`config.mk`:
```
export PLATFORM = sky130hd
export DESIGN_NAME = rcl_lab
export DESIGN_NICKNAME = d
export VERILOG_FILES = /design/src/hw/rtl/rcl_pkg.sv /design/src/hw/rtl/rcl_lab.sv
export SDC_FILE = /design/constraint.sdc
export NUM_CORES = 1
export LEC_CHECK = 0
export BUFFER_PORTS_ARGS = -buffer_cell sky130_fd_sc_hd__buf_4
export CORE_MARGIN = 8
export CORE_UTILIZATION = 60
export DETAILED_ROUTE_END_ITERATION = 10
export PLACE_DENSITY_LB_ADDON = 0.08
export SKIP_CTS_REPAIR_TIMING = 1
export SLEW_MARGIN = 20
export SYNTH_ARGS = -nofsm -noshare
export SYNTH_HDL_FRONTEND = slang
export SYNTH_SLANG_ARGS = --single-unit
export TNS_END_PERCENT = 30
```
`constraint.sdc`:
```
create_clock -name clk -period 9.78 [get_ports clk]
set_clock_uncertainty 0.15 [all_clocks]
set_input_delay 1.956 -clock clk [delete_from_list [all_inputs] [get_ports clk]]
set_output_delay 1.956 -clock clk [all_outputs]
set_load 0.01 [all_outputs]
```
`src/hw/rtl/rcl_pkg.sv`:
```
// ----------------------------------------------------------------------------
// rcl_pkg: shared types and constants for the RGB to L*a*b* pixel core
// Fixed-point formats, thresholds and cube-root pipeline sizing.
// ----------------------------------------------------------------------------
`default_nettype none
package rcl_pkg;

  localparam int unsigned PIX_W  = 8;   // one color component
  localparam int unsigned SUM_W  = 18;  // weighted component sum, up to 255255
  localparam int unsigned T_W    = 17;  // normalized value, Q0.16, 0..65536
  localparam int unsigned F_W    = 21;  // f(t), Q0.20

  localparam int unsigned DIV_XZ = 255000;  // white point sum for X and Z
  localparam int unsigned DIV_Y  = 255255;  // white point sum for Y

  localparam logic [T_W-1:0] THRESH_Q16     = 17'd580;
  localparam logic [F_W-1:0] LIN_OFFSET_Q20 = 21'd144631;

  // One radicand digit (3 bits) per cube-root stage: 63-bit radicand.
  localparam int unsigned CBRT_DIGITS = 21;

  typedef logic [T_W-1:0] t_q16_t;
  typedef logic [F_W-1:0] f_q20_t;

endpackage
`default_nettype wire

```
`src/hw/rtl/rcl_lab.sv`:
```
// ----------------------------------------------------------------------------
// rcl_lab: L*, a*, b* from f values
// Two stages: scaling products, then rounding, sign and branch select.
// ----------------------------------------------------------------------------
`default_nettype none
module rcl_lab (
  input  wire                  clk,
  input  wire                  rst,
  input  wire                  in_valid,
  input  rcl_pkg::t_q16_t      ty,
  input  rcl_pkg::f_q20_t      fx,
  input  rcl_pkg::f_q20_t      fy,
  input  rcl_pkg::f_q20_t      fz,
  output logic                 out_valid,
  output logic [14:0]          lightness,
  output logic signed [17:0]   green_red_axis,
  output logic signed [16:0]   blue_yellow_axis
);
  import rcl_pkg::*;

  logic signed [F_W:0] da, db;
  logic [F_W-1:0]      mag_a, mag_b;
  logic [30:0]         lx;

  assign da    = $signed({1'b0, fx}) - $signed({1'b0, fy});
  assign db    = $signed({1'b0, fy}) - $signed({1'b0, fz});
  assign mag_a = da[F_W] ? F_W'(-da) : F_W'(da);
  assign mag_b = db[F_W] ? F_W'(-db) : F_W'(db);
  assign lx    = 31'(14'd9033 * 31'(ty)) + 31'd1280;

  // stage A
  logic        va, above_a, neg_a, neg_b;
  logic [35:0] lhi_a;
  logic [13:0] llo_a;
  logic [27:0] am_a;
  logic [25:0] bm_a;

  always_ff @(posedge clk) begin
    if (rst) begin
      va <= 1'b0;
    end else begin
      va <= in_valid;
    end
    above_a <= ty > THRESH_Q16;
    lhi_a   <= 36'(15'd29696 * 36'(fy)) + 36'd524288;
    llo_a   <= lx[22:9];                     // floor(x / 512), then / 5 below
    neg_a   <= da[F_W];
    neg_b   <= db[F_W];
    am_a    <= 28'(7'd125 * 28'(mag_a)) + 28'd512;
    bm_a    <= 26'(5'd25 * 26'(mag_b)) + 26'd256;
  end

  // stage B
  logic [28:0] l5;
  logic [15:0] lhi_sub;
  logic [17:0] aq;
  logic [16:0] bq;

  assign l5      = 29'(llo_a) * 29'd26215;   // exact / 5 for 14-bit values
  assign lhi_sub = lhi_a[35:20] - 16'd4096;
  assign aq      = am_a[27:10];
  assign bq      = bm_a[25:9];

  always_ff @(posedge clk) begin
    if (rst) begin
      out_valid <= 1'b0;
    end else begin
      out_valid <= va;
    end
    lightness        <= above_a ? lhi_sub[14:0] : 15'(l5[28:17]);
    green_red_axis   <= neg_a ? -$signed(aq) : $signed(aq);
    blue_yellow_axis <= neg_b ? -$signed(bq) : $signed(bq);
  end

endmodule
`default_nettype wire

```
==> results_dict.tcl <==
set metrics [dict create \
    fin_crit_ps 9140 \
    crit_type "input pin to register" \
    max_slew_margin_pct 39.48 \
    vias_per_cell 5.258 \
    drive_above_1_share_pct 8.378 \
    antenna_found_initial 0 \
    finalNonFillerCells 2866 \
    grt_pass1_wl_um 72210 \
    fin_crit_sh_pct 93.46 \
    cts_max_path_buffers 2 \
    maxSlewViolCount 0 \
    hold_end "green_red_axis[0]" \
    cts_made_buffers 17 \
    r2r_slack_ps 3130 \
    post-synth-top-count-cell "inv_1" \
    crit_arrival_ps 9350 \
    pin_count 134 \
    start_kind "input pin" \
    initial_core_util_pct 60.35 \
    wl_um 42190 \
    path_max_fanout 6 \
    drtIter0Drc 683 \
    antenna_left 0 \
    critPathCaptureType "register" \
    use_met2_pct 35.36 \
    core_um2 34200 \
    dp.cells 2834 \
    grt_use_met3_pct 2.879 \
    grt_pass1_vias 15500 \
    vias 15070 \
    portBuffers 133 \
    n_fill_cell 2865 \
    fin_util_pct 66.60 \
    diodes 0 \
    min_path_cells 0 \
    wl_per_cell_um 14.72 \
    finalHoldViolations 0 \
    yosys.area.top_type "ha_1" \
    rsz0062_at_grt "no" \
    chipHeight_um 201.5 \
    slowest_stage "fa_1" \
    cap_violations 0 \
    syn-cell-area_um2 20640 \
    syn_area_per_cell_um2 9.129 \
    critical_path.max_stage_delay_ps 540 \
    tightest_slew_ps 896.1 \
    fmax_mhz 109.4 \
    ys_ff_latch 119 \
    outcome "finished, final reports clean" \
    synthCells 2261 \
    worstSkewPairLatency_ps 430 \
    rows 68 \
    grt_max_degree 27 \
    ff2ff_path_depth 20 \
    setup_viol 0 \
    cpMostUsedCell "fa_1" \
    dieArea_um2 40590 \
    drc 0 \
    synthArstFlopShare_pct 0 \
    hold_class "register to register" \
    die_x_um 201.5 \
    grt_use_total_pct 21.08 \
    synth_cell_type_count 73 \
    clock_sinks 119 \
    cts_tree "built" \
    yosys-top-cells-area "ha_1 27%, fa_1 22%, dfxtp_1 12%" \
    worst_hold_startpoint "am_a[10]" \
    place_congestion 0.9022 \
    cts.clk_slew.worst_paths_ps 60 \
    dp_hpwl_um 37610 \
    overflow 0 \
    cts_max_level 4 \
    synth_nets 3016 \
    tns_ps 0 \
    ys_top_cells_by_count "504 x inv_1, 446 x ha_1, 226 x fa_1" \
    rr_endpoint "lightness[9]" \
    use_met1_pct 28.36 \
    required_ps 9990 \
    synth_flop_cell "dfxtp_1" \
    first_pass_iters 5 \
    layout.nets 3153 \
    synth_top_area_share_pct 27.04 \
    cts_root_buffer "clkbuf_16" \
    grt_busiest_layer "met2" \
    synth_edf_count 0 \
    ys_seq_area_share_pct 11.54 \
    reg2reg_from "llo_a[6]" \
    area_growth_pct 10.36 \
    yosys_warnings 0 \
]
==> state kept, by name (all words and copies together) (netlist names) <==
signal	cells
lhi_a	15
green_red_axis	18
neg_b	1
va	1
above_a	1
neg_a	1
am_a	18
lightness	15
llo_a	14
blue_yellow_axis	17
bm_a	17
out_valid	1
==> per-layer routing <==
layer | routed length (um) | part of all wire, % | vias to the layer above
met4 | 696 | 1.6 | 0
li1 | - | - | 7669
met1 | 20410 | 48 | 7147
met5 | 0 | 0 | -
met2 | 19860 | 47 | 214
met3 | 1220 | 2.9 | 40
==> area by class of cell <==
type | count | area, um2 | share of cell area (%)
Timing Repair Buffer | 139 | 1044 | 4.581
Inverter | 506 | 1899 | 8.338
Multi-Input combinational cell | 1615 | 16290 | 71.53
Clock inverter | 14 | 151.4 | 0.6647
Tap cell | 455 | 569.3 | 2.499
Clock buffer | 18 | 439.2 | 1.928
Sequential cell | 119 | 2382 | 10.46
==> cell families after synthesis <==
kind of cell,Yosys count,synth area share (%)
adders and majority gates,672,48.96
buffers and inverters,527,9.584
xor gates and xnor gates,216,9.202
muxes,5,0.2546
DFF,119,11.54
AOI/OAI and AO/OA,343,11.15
and+or+nand+nor,379,9.311
==> worst max-delay path, delay by kind of cell <==
kind | cells | cell delay, ps
AO/OA/AOI/OAI | 6 | 1290
adder cells (fa/ha/maj) | 7 | 3060
XOR/XNOR | 3 | 550
AND/OR/NAND/NOR | 8 | 2110
buffers and inverters | 5 | 390
==> worst max path at each step <==
stage	from	end	depth (start not counted)
CTS	fy[0]	am_a[27]	29
global placement	fy[0]	am_a[27]	29
floorplan	fy[1]	am_a[25]	28
global route	fy[0]	am_a[27]	29
finish	fy[0]	am_a[27]	29
detailed placement	fy[0]	am_a[27]	29
==> cell usage in the layout (no fill, tap or decap), drive strengths merged, types with 5 or more instances in the layout <==
master  Yosys  layout
a31oi       9       9
nor4        7       7
ha        446     446
nand2b     21      21
a41oi       5       5
a21boi      8       8
or3        13      13
clkbuf     18      18
a21o       44      44
and3       13      13
nor3       32      32
o41ai       9       9
o31ai      23      23
nand3      28      28
or4         6       6
a31o        5       5
fa        226     226
inv       506     517
o21ai      65      65
xor2       70      70
xnor2     146     146
nor2b      33      33
o21bai      9       9
or2         8       8
o211ai     11      11
a21oi      96      96
a211oi      5       5
nand4      14      14
o21a       20      20
nand2      85      85
nor2       91      91
and4        6       6
buf         3     139
dfxtp     119     119
and2        7       7
==> through the flow <==
stage                     hold WS [ps]  instance area [um2]  setup WS (ps)
after CTS                        240.0                22770          506.9
after detailed placement         231.2                22180          43.54
after floorplan                  200.9                20640          665.9
final                            238.7                22780          640.0
after global placement           230.6                22180          273.0
after global routing             248.0                22780          84.40
Power is left out: the tool's default activity adds up to more than one toggle a clock period on the data nets, which glitch-free logic cannot reach.
