--- src/hw/rtl/rcl_pkg.sv ---
// ----------------------------------------------------------------------------
// rcl_pkg: shared types and constants for the RGB to L*a*b* pixel core
// Fixed-point formats, thresholds and cube-root pipeline sizing.
// ----------------------------------------------------------------------------
`default_nettype none
package rcl_pkg;

  localparam int unsigned PIX_W  = 8;   // one color component
  localparam int unsigned SUM_W  = 18;  // weighted component sum, up to 255255
  localparam int unsigned T_W    = 17;  // normalized value, Q0.16, 0..65536
  localparam int unsigned F_W    = 21;  // f(t), Q0.20

  localparam int unsigned DIV_XZ = 255000;  // white point sum for X and Z
  localparam int unsigned DIV_Y  = 255255;  // white point sum for Y

  localparam logic [T_W-1:0] THRESH_Q16     = 17'd580;
  localparam logic [F_W-1:0] LIN_OFFSET_Q20 = 21'd144631;

  // One radicand digit (3 bits) per cube-root stage: 63-bit radicand.
  localparam int unsigned CBRT_DIGITS = 21;

  typedef logic [T_W-1:0] t_q16_t;
  typedef logic [F_W-1:0] f_q20_t;

endpackage
`default_nettype wire

--- src/hw/rtl/rcl_norm.sv ---
// ----------------------------------------------------------------------------
// rcl_norm: rounded normalization by a constant white point sum
// t = round(65536 * sum / DIV) by reciprocal multiply plus one correction.
// ----------------------------------------------------------------------------
`default_nettype none
module rcl_norm #(
  parameter int unsigned DIV = rcl_pkg::DIV_XZ  // must lie in 2^17 .. 2^18-1
) (
  input  wire                        clk,
  input  wire                        rst,
  input  wire                        in_valid,
  input  wire  [rcl_pkg::SUM_W-1:0]  sum,
  output logic                       out_valid,
  output rcl_pkg::t_q16_t            t
);
  import rcl_pkg::*;

  localparam int unsigned    NUM_W = SUM_W + 16;
  localparam int unsigned    SHIFT = 35;
  localparam logic [17:0]    RECIP = 18'((64'd1 << SHIFT) / 64'(DIV));
  localparam logic [NUM_W-1:0] HALF = NUM_W'(DIV / 2);
  localparam logic [NUM_W-1:0] DIVN = NUM_W'(DIV);

  logic             v1, v2, v3;
  logic [NUM_W-1:0] num1, num2, num3;
  logic [T_W-1:0]   qe2, qe3;
  logic [NUM_W-1:0] pd3;
  logic [NUM_W+17:0] recip_prod;
  logic [NUM_W+T_W:0] div_prod;
  logic [NUM_W-1:0] rem3;

  assign recip_prod = (NUM_W+18)'(num1) * (NUM_W+18)'(RECIP);
  assign div_prod   = (NUM_W+T_W+1)'(qe2) * (NUM_W+T_W+1)'(DIV);
  assign rem3       = num3 - pd3;

  always_ff @(posedge clk) begin
    if (rst) begin
      v1 <= 1'b0;
      v2 <= 1'b0;
      v3 <= 1'b0;
      out_valid <= 1'b0;
    end else begin
      v1 <= in_valid;
      v2 <= v1;
      v3 <= v2;
      out_valid <= v3;
    end
    num1 <= {sum, 16'd0} + HALF;
    num2 <= num1;
    qe2  <= recip_prod[SHIFT+T_W-1:SHIFT];   // floor or floor-1
    num3 <= num2;
    qe3  <= qe2;
    pd3  <= div_prod[NUM_W-1:0];
    t    <= (rem3 >= DIVN) ? qe3 + 1'b1 : qe3;
  end

endmodule
`default_nettype wire

--- config.mk ---
export PLATFORM = sky130hd
export DESIGN_NAME = rcl_norm
export DESIGN_NICKNAME = d
export VERILOG_FILES = /design/src/hw/rtl/rcl_pkg.sv /design/src/hw/rtl/rcl_norm.sv
export SDC_FILE = /design/constraint.sdc
export NUM_CORES = 1
export LEC_CHECK = 0
export BUFFER_PORTS_ARGS = -buffer_cell sky130_fd_sc_hd__clkbuf_2
export CORE_ASPECT_RATIO = 1.75
export CORE_MARGIN = 8
export CORE_UTILIZATION = 65
export CTS_CLUSTER_DIAMETER = 40
export DETAILED_ROUTE_END_ITERATION = 8
export HOLD_SLACK_MARGIN = 0.03
export PLACE_DENSITY = 0.81
export SYNTH_ARGS = -nofsm -noshare
export SYNTH_HDL_FRONTEND = slang
export SYNTH_SLANG_ARGS = --single-unit
--- constraint.sdc ---
create_clock -name clk -period 18.27 [get_ports clk]
set_input_delay 1.827 -clock clk [delete_from_list [all_inputs] [get_ports clk]]
set_output_delay 1.827 -clock clk [all_outputs]
set_load 0.1 [all_outputs]
==> reports/summary.txt, run 1 <==
Share of layout cells above drive strength 1: 6.44%
Total Routing Usage GR: 23.7%
RSZ-0062 raised after global routing: false
Syn nets: 1,812
Setup Fix Bufs, Post-CTS: 0
Clock transition at path regs: 70 ps
Slew HR: 47.1%
Max clock buf depth: 2
H-tree levels: 4
CTS tree: built
Minimum clock period: 6630 ps
Post-Route WL: 29.3 mm
Pins Over Slew Limit: 0
CP arrival: 7000 ps
Max capacitance violation total: 0
Status: complete, no violations
Detailed placement HPWL: 24.8 mm
First-pass GRT wire length: 47.8 mm
Die width: 125 um
Metal3 WL: 835 um
Slowest CP cell: or4b_2
CP cell instances: inv_1, fa_1, fa_1, inv_1, fa_1, inv_1, fa_1, inv_1, fa_1, inv_1, fa_1, inv_1, ha_1, inv_1, o21ai_0, o2111ai_1, o311ai_0, a31oi_1, o21ai_0, or4b_2, a31oi_1, xnor2_1
Synth cell types: 69
Setup Skew: 7.20 ps
Slew @ Worst Pin: 786 ps
Number of port buffers: 38
Die Y: 207 um
Post-synthesis register bit count: 139
Gpl congestion: 0.953
Sink Count: 139
Pre-antenna DRT Iters: 5
Vias in the first global route: 10.4k
I/O pins: 39
Crit share post-route: 36.3%
EDFF count, synth: 0
Vias: 9,464
Finish-stage setup viols: 0
Clk_lat worst skew: 440 ps
Largest net degree at the start of global routing: 17
DR WL met2: 16.5 mm
Syn avg cell area: 9.80 sq um
WS Path Type: reg2reg
Critical Path RT: 18,640 ps
Fin nets: 1,864
Synthesized area: 13,500 sq um
Starting Density: 65.3%
Metal-1 WL: 10.1 mm
Initial DRC count: 366
Hold Violations, Final: 0
Primary FF master, synth: dfxtp_1
Syn Inst Count: 1,378
DRC viols: 0
Initial antenna violation count: 1
CTS Buf Count: 17
Yosys warns: 0
Startpoint types: flip-flop
Sequential-to-total area share from yosys stat: 20.6%
Die ar.: 25,800 sq um
Endpoint class of the critical path: flip-flop
Root Driver: clkbuf_16
Crit-path max cell delay: 630 ps
Core Footprint: 20,700 sq um
CP max FO: 7
Area grow syn2layout: 8.11%
Post-CTS Hold Fix Bufs: 0
DRT antenna net count: 0
Asr flop ratio synth: 0%
Standard-cell rows: 70
Setup tns final: 0 ps
FMAX: 0.151 GHz
Grt total ovfl: 0
Cell mode on critical path: inv_1
Wire per inst: 17.3 um
Uppermost routed layer: met4
CTS resizes: 0
Worst Hold Class: reg2reg
Avg Vias per Cell: 5.58
# fillers: 1,525
-- sequential cells by signal (all words and copies together), names as in the netlist, 17 cells and up --
name	cells
t	17
num1	18
qe2	17
num2	18
pd3	30
qe3	17
num3	18
-- cell usage in the layout (no fill, tap or decap), drive strengths merged, types with 3 or more instances in the layout --
cell,n
nand2b,8
clkbuf,57
o2111ai,5
nor3,25
a21o,20
a21oi,53
o21a,9
inv,338
o21ai,39
fa,151
dfxtp,139
nand2,42
nor4,6
nand3,18
o221ai,3
o21bai,8
o211ai,3
a31oi,5
o31ai,4
a211o,3
nor2b,10
a211oi,6
nand4,10
a41oi,3
mux2i,3
xor2,35
o311ai,3
ha,262
a21boi,3
or2,8
nor2,50
xnor2,48
clkinvlp,4
and3,13
a311oi,3
nor3b,3
or4,3
and2,9
-- layer usage --
metal	global-route usage [%]	vias up
li1	-	4585
met1	20.6	4587
met2	48.0	188
met3	4.32	104
met4	16.3	0
met5	0	-
-- synthesized netlist by cell type (all sizes together) (4+ instances only) --
cell type	count	area (sq um)
o21ai	39	199
a21oi	53	265
o2111ai	5	61.3
o31ai	4	30.0
nor3	25	135
a31oi	5	31.3
a21o	20	150
nor2b	10	62.6
nand3	18	90.1
nand4	10	62.6
nand2b	8	50.1
o21bai	8	63.8
or2	8	50.1
and2	9	56.3
xor2	35	307
dfxtp	139	2780
nor4	6	43.8
xnor2	48	420
inv	333	1250
nor2	50	195
and3	13	81.3
a211oi	6	50.1
ha	262	3280
fa	151	3020
nand2	42	158
clkbuf	5	20.0
o21a	9	67.6
-- stage by stage --
| stage | util (%) | setup slack, ps | area (sq um) | hold slack [ps] | cells |
|---|---|---|---|---|---|
| final | 70.6 | 11640 | 14600 | 324 | 1696 |
| after global routing | 70.6 | 11190 | 14600 | 329 | 1695 |
| after CTS | 70.6 | 11620 | 14600 | 327 | 1695 |
| after detailed placement | 67.7 | 11660 | 14000 | 313 | 1663 |
| after global placement | 67.7 | 11780 | 14000 | 310 | 1663 |
| after floorplan | - | 12190 | 13500 | 310 | 1378 |
-- area by class of cell --
class | count | area, sq um | area share, %
well taps | 252 | 315 | 2.16
flip-flops and latches | 139 | 2780 | 19.1
multi-input cells | 901 | 9450 | 64.7
inverters | 333 | 1250 | 8.56
clock buffers | 19 | 453 | 3.10
clock inverters | 13 | 154 | 1.05
diodes | 1 | 2.50 | 0.0171
repair buffers | 38 | 190 | 1.30
-- path summary, 6_finish.rpt --
check	from	endpoint	slack [ps]	cells after the start
worst max-delay path	qe2[1]	pd3[33]	11640	22
worst min-delay path	num2[17]	num3[17]	320	0
worst min register to register	num2[17]	num3[17]	320	0
worst max register to register	qe2[1]	pd3[33]	11640	22
-- kinds of logic (layout without fill, tap and decap cells) --
family | Yosys count | in the layout | synth area share, %
xor gates and xnor gates | 83 | 83 | 5.39
AOI/OAI and AO/OA | 184 | 184 | 9.14
buffers and inverters | 338 | 403 | 9.41
adders and majority gates | 413 | 413 | 46.7
DFF | 139 | 139 | 20.6
and+or+nand+nor | 217 | 217 | 8.47
muxes | 4 | 4 | 0.306
other | 0 | 1 | 0
-- worst max-delay path: cells and delay by family (launching register included) --
kind | cells | cell delay [ps]
buffers and inverters | 7 | 490
adder cells (fa/ha/maj) | 7 | 3530
XOR/XNOR | 1 | 130
AND/OR/NAND/NOR | 1 | 630
AO/OA/AOI/OAI | 6 | 1280
flip-flops | 1 | 490
Power of run 1 is not shown: default switching activity piles up to over one toggle a cycle in this logic, so the estimate is an artifact.
==> inputs of run 2 (changes only) <==
- ABC_AREA: not set -> 1
- PLACE_DENSITY: 0.81 -> 0.8
- clock period: 18.27 -> 6.7 ns (I/O delays scaled with it)
==> run 2 against run 1 <==
Effect of this change: hold slack better by 2.1 ps; final cell count up 32%; critical path type unchanged; setup slack worse by 10000 ps; non-clock buffer count up 4; sequential share of layout area down 1.9 points; cell area up 11%; largest cell class unchanged; clock-buffer cell count down 2; critical path depth down 1; routed wire length up 31%.
==> reports/summary.txt, run 2 <==
Status: complete, no violations
Gpl congestion: 0.943 (-1.1%)
Asr flop ratio synth: 0% (unchanged)
Most numerous cell in the Yosys netlist: inv_1
Post-synthesis register bit count: 139 (unchanged)
Total area of sequential cells: 2780 sq um (unchanged)
Die ar.: 28,400 sq um (+10%)
CP max FO: 7 (unchanged)
H-tree levels: 4 (unchanged)
Max capacitance violation total: 0 (unchanged)
Slew HR: 55.6% (+8.5 points)
Yosys warns: 0 (unchanged)
Syn nets: 2,299 (+27%)
Synthesized area: 15,000 sq um (+11%)
CP arrival: 5910 ps (-1090 ps)
Crit share post-route: 82.7% (+46 points)
Largest net degree at the start of global routing: 19 (+2)
Worst Hold Class: reg2reg
Grt total ovfl: 0 (unchanged)
Clock transition at path regs: 60 ps (about the same)
Synth cell types: 42 (-39%)
Max reg flops: 30 (unchanged)
Initial DRC count: 602 (+64%)
CTS Buf Count: 17 (unchanged)
Post-Route WL: 38.3 mm (+31%)
CTS tree: built
Clk_lat worst skew: 440 ps (about the same)
# fillers: 1,846 (+21%)
Max clock buf depth: 2 (unchanged)
Root Driver: clkbuf_16
Avg Vias per Cell: 5.36 (-3.9%)
Multi-input logic area: 10,400 sq um (+10%)
FMAX: 0.180 GHz (+20%)
Post-placement cell count: 2,203 (+32%)
Synth top area cells: ha_1 (22%), fa_1 (20%), dfxtp_1 (19%), inv_1 (12%), nand2_1 (8.9%)
EDFF count, synth: 0 (unchanged)
Ant diodes: 0 (-1)
Die Y: 217 um (+5.1%)
Sink Count: 139 (unchanged)
DRC viols: 0 (unchanged)
Fin nets: 2,356 (+26%)
Syn avg cell area: 8.06 sq um (-18%)
Critical Path RT: 7070 ps (-11,570 ps)
Vias: 12.0k (+27%)
Finish-stage setup viols: 0 (unchanged)
Most frequent cells in the layout: inv_1 (474), nand2_1 (356), ha_1 (262)
Sequential-to-total area share from yosys stat: 18.5% (-2.1 points)
I/O pins: 39 (unchanged)
Starting Density: 66.1% (+0.77 points)
Total Routing Usage GR: 28.7% (+4.9 points)
Pins Over Slew Limit: 0 (unchanged)
DRT antenna net count: 0 (unchanged)
First-pass GRT wire length: 61.7 mm (+29%)
Endpoint class of the critical path: flip-flop
Startpoint types: flip-flop
Standard-cell rows: 73 (+4.3%)
Commonest non-fill, non-tap cell in the layout: inv_1
Primary FF master, synth: dfxtp_1
Post-synth top area cell: ha_1
Minimum clock period: 5540 ps (-1090 ps)
Setup Fix Bufs, Post-CTS: 0 (unchanged)
Die width: 131 um (+4.8%)
Hold Violations, Final: 0 (unchanged)
Syn Inst Count: 1,865 (+35%)
WS Path Type: reg2reg
Post-CTS Hold Fix Bufs: 0 (unchanged)
RSZ-0062 raised after global routing: false
Number of port buffers: 38 (unchanged)
Post-Layout Cell Count: 2,235 (+32%)
Post-synth top cells: inv_1 (474), nand2_1 (356), ha_1 (262)
Area grow syn2layout: 7.78%
Slew @ Worst Pin: 665 ps (-121 ps)
R2r setup slk: 1160 ps (-10,480 ps)
Setup tns final: 0 ps (unchanged)
Core Footprint: 22,700 sq um (+10%)
Biggest register: pd3
Post-synth top area share: 21.8% (-2.5 points)
Initial antenna violation count: 0 (-1)
Pre-antenna DRT Iters: 5 (unchanged)
Share of layout cells above drive strength 1: 5.12% (-1.3 points)
Setup Skew: 14.8 ps (+7.58 ps)
Wire per inst: 17.1 um (-0.62%)
Detailed placement HPWL: 33.6 mm (+35%)
CTS resizes: 0 (unchanged)
Vias in the first global route: 12.9k (+24%)
## run 2: worst max-delay path: stages, from the launching register on
cell,delay [ps]
dfxtp_1,490
inv_1,110
fa_1,530
fa_1,520
inv_1,60
fa_1,530
inv_1,60
fa_1,530
inv_1,60
fa_1,530
inv_1,50
fa_1,530
inv_1,40
ha_1,370
a21oi_1,210
inv_1,50
a31oi_1,170
inv_1,70
a21oi_1,110
o21ai_0,130
a21oi_1,180
xnor2_1,130
## run 2: area by class of cell
class | instances | share of cell area [%]
inverter | 476 | 11.0
multi-input combinational | 1246 | 64.4
clock buffer | 17 | 2.63
tap | 300 | 2.32
sequential | 139 | 17.2
clock inverter | 15 | 1.09
timing repair buffer | 42 | 1.36
## run 2: through the flow
step / hold WS, ps / util [%] / cell area (sq um) / worst slack (ps)
after global routing: 336 / 71.2 / 16200 / 827
after CTS: 326 / 71.2 / 16200 / 1140
after floorplan: 310 / - / 15000 / 1530
after detailed placement: 312 / 68.6 / 15600 / 1150
after global placement: 310 / 68.6 / 15600 / 1230
final: 326 / 71.2 / 16200 / 1160
## run 2: routing by layer
layer  routed length (um)  share of wire, %  vias to the layer above  track usage (%)
met1                12400                32                     5669             25.4
met5                    0                 0                        -                0
li1                     -                 -                     5876                -
met2                22000                57                      290             55.6
met3                 1040               2.7                      147             3.62
met4                 2920               7.6                        0             22.0
## run 2: final timing paths
path | from | depth (start not counted) | to
worst min-delay path | num2[16] | 0 | num3[16]
worst max register to register | qe2[1] | 21 | pd3[27]
worst max-delay path | qe2[1] | 21 | pd3[27]
worst min register to register | num2[16] | 0 | num3[16]
## run 2: kinds of logic after synthesis
family | after synthesis | synth area share [%]
simple gates | 598 | 16.9
buf+inv | 480 | 12.1
fa+ha+maj | 413 | 41.9
compound gates | 149 | 5.58
flops | 139 | 18.5
xor+xnor | 86 | 5.01
Power of run 2 is left out for the same reason.
